**src/rtl/ipmg_pkg.sv**
```systemverilog
package ipmg_pkg;

    // Power modes
    localparam logic [1:0] MODE_ACTIVE = 2'd0;
    localparam logic [1:0] MODE_IDLE   = 2'd1;
    localparam logic [1:0] MODE_SLEEP  = 2'd2;
    localparam logic [1:0] MODE_DEEP   = 2'd3;

    // Event opcodes
    localparam logic [1:0] OP_ACTIVITY = 2'd0;
    localparam logic [1:0] OP_CONNECT  = 2'd1;
    localparam logic [1:0] OP_LOST     = 2'd2;
    localparam logic [1:0] OP_TICK     = 2'd3;

    // Register indexes
    localparam logic [2:0] REG_IDLE_AFTER  = 3'd0;
    localparam logic [2:0] REG_SLEEP_AFTER = 3'd1;
    localparam logic [2:0] REG_DEEP_AFTER  = 3'd2;
    localparam logic [2:0] REG_DRAIN_PER   = 3'd3;
    localparam logic [2:0] REG_LOW_BATT    = 3'd4;
    localparam logic [2:0] REG_ACTIVE_TICK = 3'd5;
    localparam logic [2:0] REG_IDLE_TICK   = 3'd6;
    localparam logic [2:0] REG_SLEEP_TICK  = 3'd7;

    // Register reset values
    localparam logic [31:0] RST_IDLE_AFTER  = 32'd5000;
    localparam logic [31:0] RST_SLEEP_AFTER = 32'd30000;
    localparam logic [31:0] RST_DEEP_AFTER  = 32'd120000;
    localparam logic [31:0] RST_DRAIN_PER   = 32'd60000;
    localparam logic [6:0]  RST_LOW_BATT    = 7'd15;
    localparam logic [31:0] RST_ACTIVE_TICK = 32'd3000;
    localparam logic [31:0] RST_IDLE_TICK   = 32'd8000;
    localparam logic [31:0] RST_SLEEP_TICK  = 32'd20000;

    localparam logic [6:0] BATT_FULL = 7'd100;
    localparam logic [1:0] DRAIN_STEP = 2'd2;

    typedef struct packed {
        logic [31:0] idle_after_ms;
        logic [31:0] sleep_after_ms;
        logic [31:0] deep_after_ms;
        logic [31:0] drain_period_ms;
        logic [6:0]  low_batt_pct;
        logic [31:0] active_tick_ms;
        logic [31:0] idle_tick_ms;
        logic [31:0] sleep_tick_ms;
    } t_cfg;

    typedef struct packed {
        logic [1:0]  opcode;
        logic [31:0] now_ms;
        logic        central_linked;
        logic        peripheral_linked;
    } t_evt;

    typedef struct packed {
        logic [1:0]  mode;
        logic        params_valid;
        logic [8:0]  conn_itv_min;
        logic [8:0]  conn_itv_max;
        logic [3:0]  slave_latency;
        logic [10:0] supervision_timeout;
        logic        rssi_due;
        logic [31:0] next_period_ms;
        logic [6:0]  batt_pct;
        logic        low_power_latched;
        logic [31:0] active_total_ms;
        logic [31:0] sleep_total_ms;
    } t_res;

    typedef struct packed {
        logic [8:0]  imin;
        logic [8:0]  imax;
        logic [3:0]  lat;
        logic [10:0] tmo;
    } t_link;

    function automatic t_link link_params(input logic [1:0] m);
        t_link p;
        case (m)
            MODE_ACTIVE: p = '{imin: 9'd6,   imax: 9'd12,  lat: 4'd0,  tmo: 11'd400};
            MODE_IDLE:   p = '{imin: 9'd40,  imax: 9'd60,  lat: 4'd1,  tmo: 11'd600};
            MODE_SLEEP:  p = '{imin: 9'd80,  imax: 9'd120, lat: 4'd4,  tmo: 11'd800};
            default:     p = '{imin: 9'd240, imax: 9'd320, lat: 4'd10, tmo: 11'd1200};
        endcase
        return p;
    endfunction

    function automatic logic [1:0] drain_weight(input logic [1:0] m);
        logic [1:0] r;
        case (m)
            MODE_ACTIVE: r = 2'd2;
            MODE_IDLE:   r = 2'd1;
            default:     r = 2'd0;
        endcase
        return r;
    endfunction

endpackage

```
**src/rtl/ipmg_ifs.sv**
```systemverilog
interface ipmg_evt_if;
    logic        valid;
    logic        ready;
    logic [1:0]  opcode;
    logic [31:0] now_ms;
    logic        central_linked;
    logic        peripheral_linked;

    modport source (output valid, opcode, now_ms, central_linked, peripheral_linked,
                    input ready);
    modport sink (input valid, opcode, now_ms, central_linked, peripheral_linked,
                  output ready);
endinterface

interface ipmg_res_if;
    logic        valid;
    logic        ready;
    logic [1:0]  mode;
    logic        params_valid;
    logic [8:0]  conn_itv_min;
    logic [8:0]  conn_itv_max;
    logic [3:0]  slave_latency;
    logic [10:0] supervision_timeout;
    logic        rssi_due;
    logic [31:0] next_period_ms;
    logic [6:0]  batt_pct;
    logic        low_power_latched;
    logic [31:0] active_total_ms;
    logic [31:0] sleep_total_ms;

    modport source (output valid, mode, params_valid, conn_itv_min, conn_itv_max,
                    slave_latency, supervision_timeout, rssi_due, next_period_ms,
                    batt_pct, low_power_latched, active_total_ms, sleep_total_ms,
                    input ready);
    modport sink (input valid, mode, params_valid, conn_itv_min, conn_itv_max,
                  slave_latency, supervision_timeout, rssi_due, next_period_ms,
                  batt_pct, low_power_latched, active_total_ms, sleep_total_ms,
                  output ready);
endinterface

```
**src/rtl/ipmg_regs.sv**
```systemverilog
module ipmg_regs import ipmg_pkg::*; (
    input  logic        i_clk,
    input  logic        i_rst_n,
    input  logic        psel,
    input  logic        penable,
    input  logic        pwrite,
    input  logic [4:0]  paddr,
    input  logic [31:0] pwdata,
    output logic [31:0] prdata,
    output logic        pready,
    output t_cfg        o_cfg
);

    t_cfg       r_cfg;
    logic [2:0] idx;
    logic       wr;

    assign idx    = paddr[4:2];
    assign pready = 1'b1;
    assign wr     = psel && penable && pwrite;
    assign o_cfg  = r_cfg;

    always_ff @(posedge i_clk) begin
        if (!i_rst_n) begin
            r_cfg.idle_after_ms   <= RST_IDLE_AFTER;
            r_cfg.sleep_after_ms  <= RST_SLEEP_AFTER;
            r_cfg.deep_after_ms   <= RST_DEEP_AFTER;
            r_cfg.drain_period_ms <= RST_DRAIN_PER;
            r_cfg.low_batt_pct    <= RST_LOW_BATT;
            r_cfg.active_tick_ms  <= RST_ACTIVE_TICK;
            r_cfg.idle_tick_ms    <= RST_IDLE_TICK;
            r_cfg.sleep_tick_ms   <= RST_SLEEP_TICK;
        end else if (wr) begin
            case (idx)
                REG_IDLE_AFTER:  r_cfg.idle_after_ms   <= pwdata;
                REG_SLEEP_AFTER: r_cfg.sleep_after_ms  <= pwdata;
                REG_DEEP_AFTER:  r_cfg.deep_after_ms   <= pwdata;
                REG_DRAIN_PER:   r_cfg.drain_period_ms <= pwdata;
                REG_LOW_BATT:    r_cfg.low_batt_pct    <= pwdata[6:0];
                REG_ACTIVE_TICK: r_cfg.active_tick_ms  <= pwdata;
                REG_IDLE_TICK:   r_cfg.idle_tick_ms    <= pwdata;
                REG_SLEEP_TICK:  r_cfg.sleep_tick_ms   <= pwdata;
                default: ;
            endcase
        end
    end

    always_comb begin
        case (idx)
            REG_IDLE_AFTER:  prdata = r_cfg.idle_after_ms;
            REG_SLEEP_AFTER: prdata = r_cfg.sleep_after_ms;
            REG_DEEP_AFTER:  prdata = r_cfg.deep_after_ms;
            REG_DRAIN_PER:   prdata = r_cfg.drain_period_ms;
            REG_LOW_BATT:    prdata = {25'd0, r_cfg.low_batt_pct};
            REG_ACTIVE_TICK: prdata = r_cfg.active_tick_ms;
            REG_IDLE_TICK:   prdata = r_cfg.idle_tick_ms;
            REG_SLEEP_TICK:  prdata = r_cfg.sleep_tick_ms;
            default:         prdata = '0;
        endcase
    end

endmodule

```
**src/rtl/ipmg_core.sv**
```systemverilog
module ipmg_core import ipmg_pkg::*; (
    input  logic i_clk,
    input  logic i_rst_n,
    input  logic i_step,
    input  t_evt i_evt,
    input  t_cfg i_cfg,
    output t_res o_res
);

    logic [1:0]  r_mode, n_mode;
    logic [31:0] r_act_stamp, n_act_stamp;
    logic [31:0] r_mode_stamp, n_mode_stamp;
    logic [31:0] r_drain_stamp, n_drain_stamp;
    logic [1:0]  r_drain_cnt, n_drain_cnt;
    logic [6:0]  r_batt, n_batt;
    logic        r_latch, n_latch;
    logic [31:0] r_act_time, n_act_time;
    logic [31:0] r_slp_time, n_slp_time;
    t_res        r_res, n_res;

    logic [1:0]  target;
    logic        is_tick;
    logic        force_params;
    logic        forced;
    logic        linked;
    logic        changed;
    logic        params;
    logic [31:0] idle;
    logic [31:0] spent;
    logic [1:0]  cnt_sum;
    t_link       link;

    assign linked = i_evt.central_linked || i_evt.peripheral_linked;
    assign o_res  = r_res;

    always_comb begin
        n_mode        = r_mode;
        n_act_stamp   = r_act_stamp;
        n_mode_stamp  = r_mode_stamp;
        n_drain_stamp = r_drain_stamp;
        n_drain_cnt   = r_drain_cnt;
        n_batt        = r_batt;
        n_latch       = r_latch;
        n_act_time    = r_act_time;
        n_slp_time    = r_slp_time;
        target        = r_mode;
        is_tick       = 1'b0;
        force_params  = 1'b0;
        forced        = 1'b0;
        idle          = i_evt.now_ms - r_act_stamp;
        cnt_sum       = 2'(r_drain_cnt + drain_weight(r_mode));

        case (i_evt.opcode)
            OP_ACTIVITY, OP_CONNECT: begin
                n_act_stamp  = i_evt.now_ms;
                target       = MODE_ACTIVE;
                force_params = (i_evt.opcode == OP_CONNECT);
            end
            OP_LOST: begin
                target = MODE_SLEEP;
            end
            default: begin
                is_tick = 1'b1;
                // drain evaluation, once per period
                if ((i_evt.now_ms - r_drain_stamp) > i_cfg.drain_period_ms) begin
                    if (cnt_sum >= DRAIN_STEP) begin
                        n_batt      = (r_batt == 7'd0) ? 7'd0 : 7'(r_batt - 7'd1);
                        n_drain_cnt = 2'd0;
                    end else begin
                        n_drain_cnt = cnt_sum;
                    end
                    n_drain_stamp = i_evt.now_ms;
                    if ((n_batt <= i_cfg.low_batt_pct) && !r_latch) begin
                        n_latch = 1'b1;
                        target  = MODE_DEEP;
                        forced  = 1'b1;
                    end
                end
                if (!forced && !r_latch) begin
                    if (idle > i_cfg.deep_after_ms) begin
                        target = MODE_DEEP;
                    end else if (idle > i_cfg.sleep_after_ms) begin
                        target = MODE_SLEEP;
                    end else if (idle > i_cfg.idle_after_ms) begin
                        target = MODE_IDLE;
                    end else begin
                        target = MODE_ACTIVE;
                    end
                end
            end
        endcase

        // charge elapsed time to the mode being left
        changed = (target != r_mode);
        spent   = i_evt.now_ms - r_mode_stamp;
        if (changed) begin
            if (r_mode == MODE_ACTIVE) begin
                n_act_time = r_act_time + spent;
            end else begin
                n_slp_time = r_slp_time + spent;
            end
            n_mode       = target;
            n_mode_stamp = i_evt.now_ms;
        end

        params = (changed && linked) || force_params;
        link   = link_params(n_mode);

        n_res.mode                = n_mode;
        n_res.params_valid        = params;
        n_res.conn_itv_min        = params ? link.imin : '0;
        n_res.conn_itv_max        = params ? link.imax : '0;
        n_res.slave_latency       = params ? link.lat  : '0;
        n_res.supervision_timeout = params ? link.tmo  : '0;
        n_res.rssi_due            = is_tick && (n_mode != MODE_DEEP);
        n_res.batt_pct            = n_batt;
        n_res.low_power_latched   = n_latch;
        n_res.active_total_ms     = n_act_time;
        n_res.sleep_total_ms      = n_slp_time;
        if (!is_tick) begin
            n_res.next_period_ms = '0;
        end else begin
            case (n_mode)
                MODE_ACTIVE: n_res.next_period_ms = i_cfg.active_tick_ms;
                MODE_IDLE:   n_res.next_period_ms = i_cfg.idle_tick_ms;
                MODE_SLEEP:  n_res.next_period_ms = i_cfg.sleep_tick_ms;
                default:     n_res.next_period_ms = '0;
            endcase
        end
    end

    always_ff @(posedge i_clk) begin
        if (!i_rst_n) begin
            r_mode        <= MODE_ACTIVE;
            r_act_stamp   <= '0;
            r_mode_stamp  <= '0;
            r_drain_stamp <= '0;
            r_drain_cnt   <= '0;
            r_batt        <= BATT_FULL;
            r_latch       <= 1'b0;
            r_act_time    <= '0;
            r_slp_time    <= '0;
        end else if (i_step) begin
            r_mode        <= n_mode;
            r_act_stamp   <= n_act_stamp;
            r_mode_stamp  <= n_mode_stamp;
            r_drain_stamp <= n_drain_stamp;
            r_drain_cnt   <= n_drain_cnt;
            r_batt        <= n_batt;
            r_latch       <= n_latch;
            r_act_time    <= n_act_time;
            r_slp_time    <= n_slp_time;
        end
    end

    always_ff @(posedge i_clk) begin
        if (i_step) begin
            r_res <= n_res;
        end
    end

endmodule

```
**src/rtl/idle_power_mode_governor.sv**
```systemverilog
// Channel   Dir  Role    Word
// i_evt     in   sink    opcode, now_ms, central_linked, peripheral_linked
// o_res     out  source  mode, link parameters, tick period, battery and time totals
// apb       in   slave   eight 32-bit registers at byte address 4*index
//
// One word per cycle sustained while results are accepted. A word taken sits in the
// input register and is stepped into the result register once the result slot is
// empty or being drained, and its result is then offered on o_res. The governor
// state is updated in the same cycle as the result.
// Reset is synchronous, active low, and restores every APB register and the state,
// but not the input and result words. A stalled result holds the step; the input
// register keeps taking words while it is empty or moving into the result register.
module idle_power_mode_governor import ipmg_pkg::*; (
    input  logic        i_clk,
    input  logic        i_rst_n,
    ipmg_evt_if.sink    i_evt,
    ipmg_res_if.source  o_res,
    input  logic        psel,
    input  logic        penable,
    input  logic        pwrite,
    input  logic [4:0]  paddr,
    input  logic [31:0] pwdata,
    output logic [31:0] prdata,
    output logic        pready
);

    t_cfg cfg;
    t_evt r_in;
    t_res res;
    logic r_in_vld, n_in_vld;
    logic r_out_vld, n_out_vld;
    logic adv;
    logic step;
    logic take;

    ipmg_regs u_regs (
        .i_clk   (i_clk),
        .i_rst_n (i_rst_n),
        .psel    (psel),
        .penable (penable),
        .pwrite  (pwrite),
        .paddr   (paddr),
        .pwdata  (pwdata),
        .prdata  (prdata),
        .pready  (pready),
        .o_cfg   (cfg)
    );

    // advance the result slot when it is empty or being drained
    assign adv         = !r_out_vld || o_res.ready;
    assign step        = r_in_vld && adv;
    assign i_evt.ready = !r_in_vld || step;
    assign take        = i_evt.valid && i_evt.ready;

    always_comb begin
        n_in_vld = r_in_vld;
        if (take) begin
            n_in_vld = 1'b1;
        end else if (step) begin
            n_in_vld = 1'b0;
        end

        n_out_vld = r_out_vld;
        if (step) begin
            n_out_vld = 1'b1;
        end else if (o_res.ready) begin
            n_out_vld = 1'b0;
        end
    end

    always_ff @(posedge i_clk) begin
        if (!i_rst_n) begin
            r_in_vld  <= 1'b0;
            r_out_vld <= 1'b0;
        end else begin
            r_in_vld  <= n_in_vld;
            r_out_vld <= n_out_vld;
        end
    end

    // capture the incoming word
    always_ff @(posedge i_clk) begin
        if (take) begin
            r_in.opcode            <= i_evt.opcode;
            r_in.now_ms            <= i_evt.now_ms;
            r_in.central_linked    <= i_evt.central_linked;
            r_in.peripheral_linked <= i_evt.peripheral_linked;
        end
    end

    ipmg_core u_core (
        .i_clk   (i_clk),
        .i_rst_n (i_rst_n),
        .i_step  (step),
        .i_evt   (r_in),
        .i_cfg   (cfg),
        .o_res   (res)
    );

    assign o_res.valid               = r_out_vld;
    assign o_res.mode                = res.mode;
    assign o_res.params_valid        = res.params_valid;
    assign o_res.conn_itv_min        = res.conn_itv_min;
    assign o_res.conn_itv_max        = res.conn_itv_max;
    assign o_res.slave_latency       = res.slave_latency;
    assign o_res.supervision_timeout = res.supervision_timeout;
    assign o_res.rssi_due            = res.rssi_due;
    assign o_res.next_period_ms      = res.next_period_ms;
    assign o_res.batt_pct            = res.batt_pct;
    assign o_res.low_power_latched   = res.low_power_latched;
    assign o_res.active_total_ms     = res.active_total_ms;
    assign o_res.sleep_total_ms      = res.sleep_total_ms;

endmodule
```
**src/flat_wrapper.sv**
```systemverilog
// flat-port wrapper written by rule: the top's interface ports become plain ports
module idle_power_mode_governor_flat import ipmg_pkg::*;
  (i_clk, i_rst_n, psel, penable, pwrite, paddr, pwdata, prdata, pready, i_evt_valid, i_evt_opcode, i_evt_now_ms, i_evt_central_linked, i_evt_peripheral_linked, i_evt_ready, o_res_valid, o_res_mode, o_res_params_valid, o_res_conn_itv_min, o_res_conn_itv_max, o_res_slave_latency, o_res_supervision_timeout, o_res_rssi_due, o_res_next_period_ms, o_res_batt_pct, o_res_low_power_latched, o_res_active_total_ms, o_res_sleep_total_ms, o_res_ready);
  ipmg_evt_if i_evt_i ();
  ipmg_res_if o_res_i ();
  input  logic i_clk;
  input  logic i_rst_n;
  input  logic psel;
  input  logic penable;
  input  logic pwrite;
  input  logic [4:0] paddr;
  input  logic [31:0] pwdata;
  output logic [31:0] prdata;
  output logic pready;
  input wire logic [$bits(i_evt_i.valid)-1:0] i_evt_valid;
  input wire logic [$bits(i_evt_i.opcode)-1:0] i_evt_opcode;
  input wire logic [$bits(i_evt_i.now_ms)-1:0] i_evt_now_ms;
  input wire logic [$bits(i_evt_i.central_linked)-1:0] i_evt_central_linked;
  input wire logic [$bits(i_evt_i.peripheral_linked)-1:0] i_evt_peripheral_linked;
  output wire logic [$bits(i_evt_i.ready)-1:0] i_evt_ready;
  output wire logic [$bits(o_res_i.valid)-1:0] o_res_valid;
  output wire logic [$bits(o_res_i.mode)-1:0] o_res_mode;
  output wire logic [$bits(o_res_i.params_valid)-1:0] o_res_params_valid;
  output wire logic [$bits(o_res_i.conn_itv_min)-1:0] o_res_conn_itv_min;
  output wire logic [$bits(o_res_i.conn_itv_max)-1:0] o_res_conn_itv_max;
  output wire logic [$bits(o_res_i.slave_latency)-1:0] o_res_slave_latency;
  output wire logic [$bits(o_res_i.supervision_timeout)-1:0] o_res_supervision_timeout;
  output wire logic [$bits(o_res_i.rssi_due)-1:0] o_res_rssi_due;
  output wire logic [$bits(o_res_i.next_period_ms)-1:0] o_res_next_period_ms;
  output wire logic [$bits(o_res_i.batt_pct)-1:0] o_res_batt_pct;
  output wire logic [$bits(o_res_i.low_power_latched)-1:0] o_res_low_power_latched;
  output wire logic [$bits(o_res_i.active_total_ms)-1:0] o_res_active_total_ms;
  output wire logic [$bits(o_res_i.sleep_total_ms)-1:0] o_res_sleep_total_ms;
  input wire logic [$bits(o_res_i.ready)-1:0] o_res_ready;
  assign i_evt_i.valid = i_evt_valid;
  assign i_evt_i.opcode = i_evt_opcode;
  assign i_evt_i.now_ms = i_evt_now_ms;
  assign i_evt_i.central_linked = i_evt_central_linked;
  assign i_evt_i.peripheral_linked = i_evt_peripheral_linked;
  assign i_evt_ready = i_evt_i.ready;
  assign o_res_valid = o_res_i.valid;
  assign o_res_mode = o_res_i.mode;
  assign o_res_params_valid = o_res_i.params_valid;
  assign o_res_conn_itv_min = o_res_i.conn_itv_min;
  assign o_res_conn_itv_max = o_res_i.conn_itv_max;
  assign o_res_slave_latency = o_res_i.slave_latency;
  assign o_res_supervision_timeout = o_res_i.supervision_timeout;
  assign o_res_rssi_due = o_res_i.rssi_due;
  assign o_res_next_period_ms = o_res_i.next_period_ms;
  assign o_res_batt_pct = o_res_i.batt_pct;
  assign o_res_low_power_latched = o_res_i.low_power_latched;
  assign o_res_active_total_ms = o_res_i.active_total_ms;
  assign o_res_sleep_total_ms = o_res_i.sleep_total_ms;
  assign o_res_i.ready = o_res_ready;
  idle_power_mode_governor u_core (.i_clk(i_clk), .i_rst_n(i_rst_n), .i_evt(i_evt_i), .o_res(o_res_i), .psel(psel), .penable(penable), .pwrite(pwrite), .paddr(paddr), .pwdata(pwdata), .prdata(prdata), .pready(pready));
endmodule
```
**config.mk**
```make
export PLATFORM = sky130hd
export DESIGN_NAME = idle_power_mode_governor_flat
export DESIGN_NICKNAME = d
export VERILOG_FILES = /design/src/rtl/ipmg_pkg.sv /design/src/rtl/ipmg_ifs.sv /design/src/rtl/ipmg_regs.sv /design/src/rtl/ipmg_core.sv /design/src/rtl/idle_power_mode_governor.sv /design/src/flat_wrapper.sv
export SDC_FILE = /design/constraint.sdc
export NUM_CORES = 2
export LEC_CHECK = 0
export BUFFER_PORTS_ARGS = -buffer_cell sky130_fd_sc_hd__buf_4
export CORE_ASPECT_RATIO = 0.7
export CORE_UTILIZATION = 40
export DETAILED_ROUTE_END_ITERATION = 6
export PLACE_DENSITY = 0.68
export SLEW_MARGIN = 20
export SYNTH_ARGS = -nofsm -noshare
export SYNTH_HDL_FRONTEND = slang
export SYNTH_HIERARCHICAL = 1
export SYNTH_SLANG_ARGS = --single-unit
```
**constraint.sdc**
```tcl
create_clock -name i_clk -period 26 [get_ports i_clk]
set_input_delay 5.2 -clock i_clk [delete_from_list [all_inputs] [get_ports i_clk]]
set_output_delay 5.2 -clock i_clk [all_outputs]
set_load 0.1 [all_outputs]
```
==> flow_results.org <==
** STA
- At the pin with the least slew margin, the transition time is 1110 ps.
- Count of endpoints failing hold in the final timing report :: 0
- Setup violations remaining at the end of the flow were counted as 0.
- The clock arrives with 34.2 ps of skew.
- The final max-slew violation count came to 0.
- Setup repair after global routing left no endpoint under its margin.
- In this run the tightest slew margin relative to its limit is 25.6%.
- Tmin final :: 13130 ps
- Max Clock Freq :: 76.1 MHz
- Post-route worst hold slack :: 455 ps
- Summed over all failing endpoints, the final setup total negative slack is 0 ps.
- In the finished design, the share of the clock period the worst path needs comes to 50.5%.

** Final layout
- The library cell used most frequently in the layout, excluding fill and tap cells, is nand2_1.
- Of the cells placed in the final design, the portion with a size suffix greater than 1 is 11.9%.
- Fill cells in the final layout number 8175.
- Final antenna diode count :: 0
- Highest-count cells in the layout ignoring fill and taps :: 708 x nand2_1, 405 x dfxtp_1, 307 x nor2_1, 297 x ha_1, 291 x inv_1
- In the final design database the tool counted 4541 nets.
- Area overhead of the layout relative to synthesis :: 12.8%

** Global routing
- GR Util met3 :: 4.19%
- The number of antenna violations at the first check in global routing was 0.
- Global routing consumed, on the met2 layer, 34.3% of the routing resources.
- Global-route wire length before repair :: 152000 um
- Global-route layer with the greatest usage :: met2
- In the global route stage, overall resource usage came out at 21.8%.
- Met1 track demand over resource :: 30.5%
- Pin count of the biggest net entering global routing :: 91
- Number of global-route vias before repair :: 27100
- The total overflow left after global routing is 0.

** CTS
- Post-CTS setup buffers :: 0
- After clock tree synthesis, the repair step resized 0 gates.
- The tree built by TritonCTS fans out to 561 sinks.
- Hold-fix buffers, CTS :: 0
- The number of clock buffers added by TritonCTS is 59.
- Reg clk slew, reported paths :: 60 ps
- Clock latency at the later pin of the worst-skew pair :: 650 ps
- The clock passes through at most 3 buffers.
- In this run the number of H-tree levels came out at 2.
- CTS Root Cell :: clkbuf_16
- TritonCTS built the clock tree.

** Synthesis
- The average instance in the mapped netlist occupies 8.60 sq um.
- Number of synthesis warnings :: 6
- Of all flip-flops after synthesis, the portion carrying an async set or reset was 0%.
- Synthesis produced a netlist whose cell count is 4032.
- Count of different cell masters after synthesis :: 96
- Most used flip-flop cell after synthesis :: dfxtp_1
- The synthesized design contains 156 enable-type register cells.
- The share of the Yosys chip area taken by registers is 36.9%.
- Mapped Area :: 34700 sq um
- The synthesized design contains 561 register bits.

** Setup path
- Critical path buffer and inverter count :: 3
- CP delay by family, top :: buffers and inverters
- The worst setup path is captured at an output pin.
- Cells along the critical path :: buf_4 -> buf_4 -> nor2b_2 -> a22o_1 -> a21oi_1 -> a21oi_1 -> buf_4
- For the worst setup path, the data required time is 20800 ps.
- STA classifies the critical path startpoint as an input port.
- On the worst path, the slowest cell contributes a delay of 790 ps.
- For the worst setup path, the data arrival time is 7930 ps.
- The most numerous cell type found on the critical path is buf_4.
- The critical path in this run is classified as in -> out.
- Setup slack on the worst reg-to-reg path comes out at 16840 ps.
- Critical path's slowest cell :: nor2b_2
- CP max FO :: 41

** Floorplanning
- The floorplan step defined a die boundary enclosing 87900 sq um.
- After floorplanning, the core was sized to cover 85100 sq um.
- Top-level I/O count :: 256
- Once the floorplan was initialized, standard cells occupied 40.7% of the core.
- Vertical extent of the die :: 248 um
- From left edge to right edge, the die measures 354 um.
- The floorplan has 89 rows.

** Placed design
- Number of input and output port buffers inserted :: 244
- At the end of routability-driven placement, the weighted congestion stood at 0.930.
- HPWL Detailed :: 71700 um

** Power and ir drop
- Overall power of the completed layout :: 2.69 mW
- Power spread over the standard cell area amounts to 68.6 nW/um^2.
- Worst-case vdd ir drop :: 47.0 uV
- Summed over all cells, the static leakage comes to 15.8 nW.

** Drt
- Once detail routing completed, the nets flagged for antenna violations numbered 0.
- Summing over every cut layer, the via total after detailed routing is 29200.
- After detailed routing, the number of remaining DRC violations is 3.
- Avg WL per Cell :: 18.6 um
- Routed wire length :: 99300 um
- The first detailed-routing pass took 7 iterations.
- In this run, the number of DRC markers left after iteration 0 of detailed routing was 2734.
- Via/cell ratio :: 5.47

** Outcome
- Violations in the final reports :: DRC
- The run finished, with violations left.

** Hold path
- The worst hold path belongs to the class reg -> reg.

** Run
- Across the run, the number of max-cap violations was 0.
[synthesized netlist by cell type, types with 43 or more instances]
cell type	instances	area (sq um)
xnor2_1	105	920
a21boi_0	103	773
dfxtp_1	405	8110
a21o_1	61	458
clkbuf_1	93	349
a21oi_1	278	1390
mux2_2	71	800
nor2b_1	52	325
nand2_1	710	2670
buf_2	63	315
inv_1	292	1100
a21boi_1	91	683
edfxtp_1	156	4680
nand3_1	93	465
nor3_1	43	215
nor2_1	307	1150
o21ai_0	122	611
ha_1	300	3750
mux2i_1	124	1240
[worst register-to-register path: cells and delay by family (launching register included)]
family	cells	cell delay [ps]
AO/OA/AOI/OAI	12	3490
XOR/XNOR	1	310
adder cells (fa/ha/maj)	4	1500
buffers and inverters	4	750
flip-flops	1	450
multiplexers	1	310
AND/OR/NAND/NOR	8	2100
[layout make-up]
cell class | count | area, sq um | area share, %
inverters | 293 | 1100 | 2.82
clock inverters | 30 | 312 | 0.797
repair buffers | 270 | 2040 | 5.22
multi-input cells | 2971 | 19700 | 50.4
well taps | 1137 | 1420 | 3.64
clock buffers | 81 | 1730 | 4.43
flip-flops and latches | 561 | 12800 | 32.7
[per-layer routing]
| metal | up-vias | wire, um | share of wire [%] |
|---|---|---|---|
| li1 | 14300 | - | - |
| met1 | 13800 | 45300 | 46 |
| met2 | 1003 | 43800 | 44 |
| met3 | 138 | 8200 | 8.3 |
| met4 | 0 | 1930 | 1.9 |
| met5 | - | 0 | 0 |
[final timing paths]
kind	start	endpoint	cells past startpoint
hold / removal	u_core/u_core/r_drain_stamp[18]	u_core/u_core/r_drain_stamp[18]	2
setup / recovery	paddr[3]	prdata[14]	7
hold reg to reg	u_core/u_core/r_drain_stamp[18]	u_core/u_core/r_drain_stamp[18]	2
setup reg to reg	u_core/r_in[2]	u_core/u_core/o_res[94]	30
[registers in the layout, summed over array words and instances, names as in the netlist]
signal / count
u_core/u_core/r_drain_cnt: 2
u_core/u_core/o_res: 120
u_core/u_core/r_act_time: 32
u_core/u_core/r_latch: 1
u_core/o_res.valid: 1
u_core/u_core/r_slp_time: 32
u_core/u_core/r_mode_stamp: 32
u_core/u_core/r_mode: 2
u_core/u_regs/o_cfg: 231
u_core/u_core/r_batt: 7
u_core/u_core/r_act_stamp: 32
u_core/u_core/r_drain_stamp: 32
u_core/r_in_vld: 1
u_core/r_in: 36
[power breakdown]
part | switching, mW | internal (mW) | leakage (nW)
Clock | 0.379 | 0.517 | 0.999
Sequential | 0.0264 | 0.948 | 4.77
Combinational | 0.539 | 0.275 | 10.1
Total | 0.945 | 1.74 | 15.8
[kinds of logic after synthesis]
| logic type | after synthesis | synth area share, % |
|---|---|---|
| and+or+nand+nor | 1364 | 17.3 |
| xor gates and xnor gates | 144 | 3.64 |
| muxes | 195 | 5.89 |
| buffers and inverters | 507 | 6.54 |
| AOI/OAI and AO/OA | 954 | 18.6 |
| adders and majority gates | 305 | 11.1 |
| DFF | 561 | 36.9 |
| other | 2 | 0.0217 |
[per-stage QoR]
stage | util [%] | std cells | instance area [sq um] | setup WS, ps
floorplan | - | 4039 | 34700 | 12660
global placement | 43.6 | 5232 | 37100 | 12960
detailed placement | 43.6 | 5232 | 37100 | 12950
CTS | 46.0 | 5343 | 39100 | 12950
global route | 46.0 | 5343 | 39100 | 12780
finish | 46.0 | 5343 | 39100 | 12870
No activity file was read; power rests on OpenSTA's default activity.
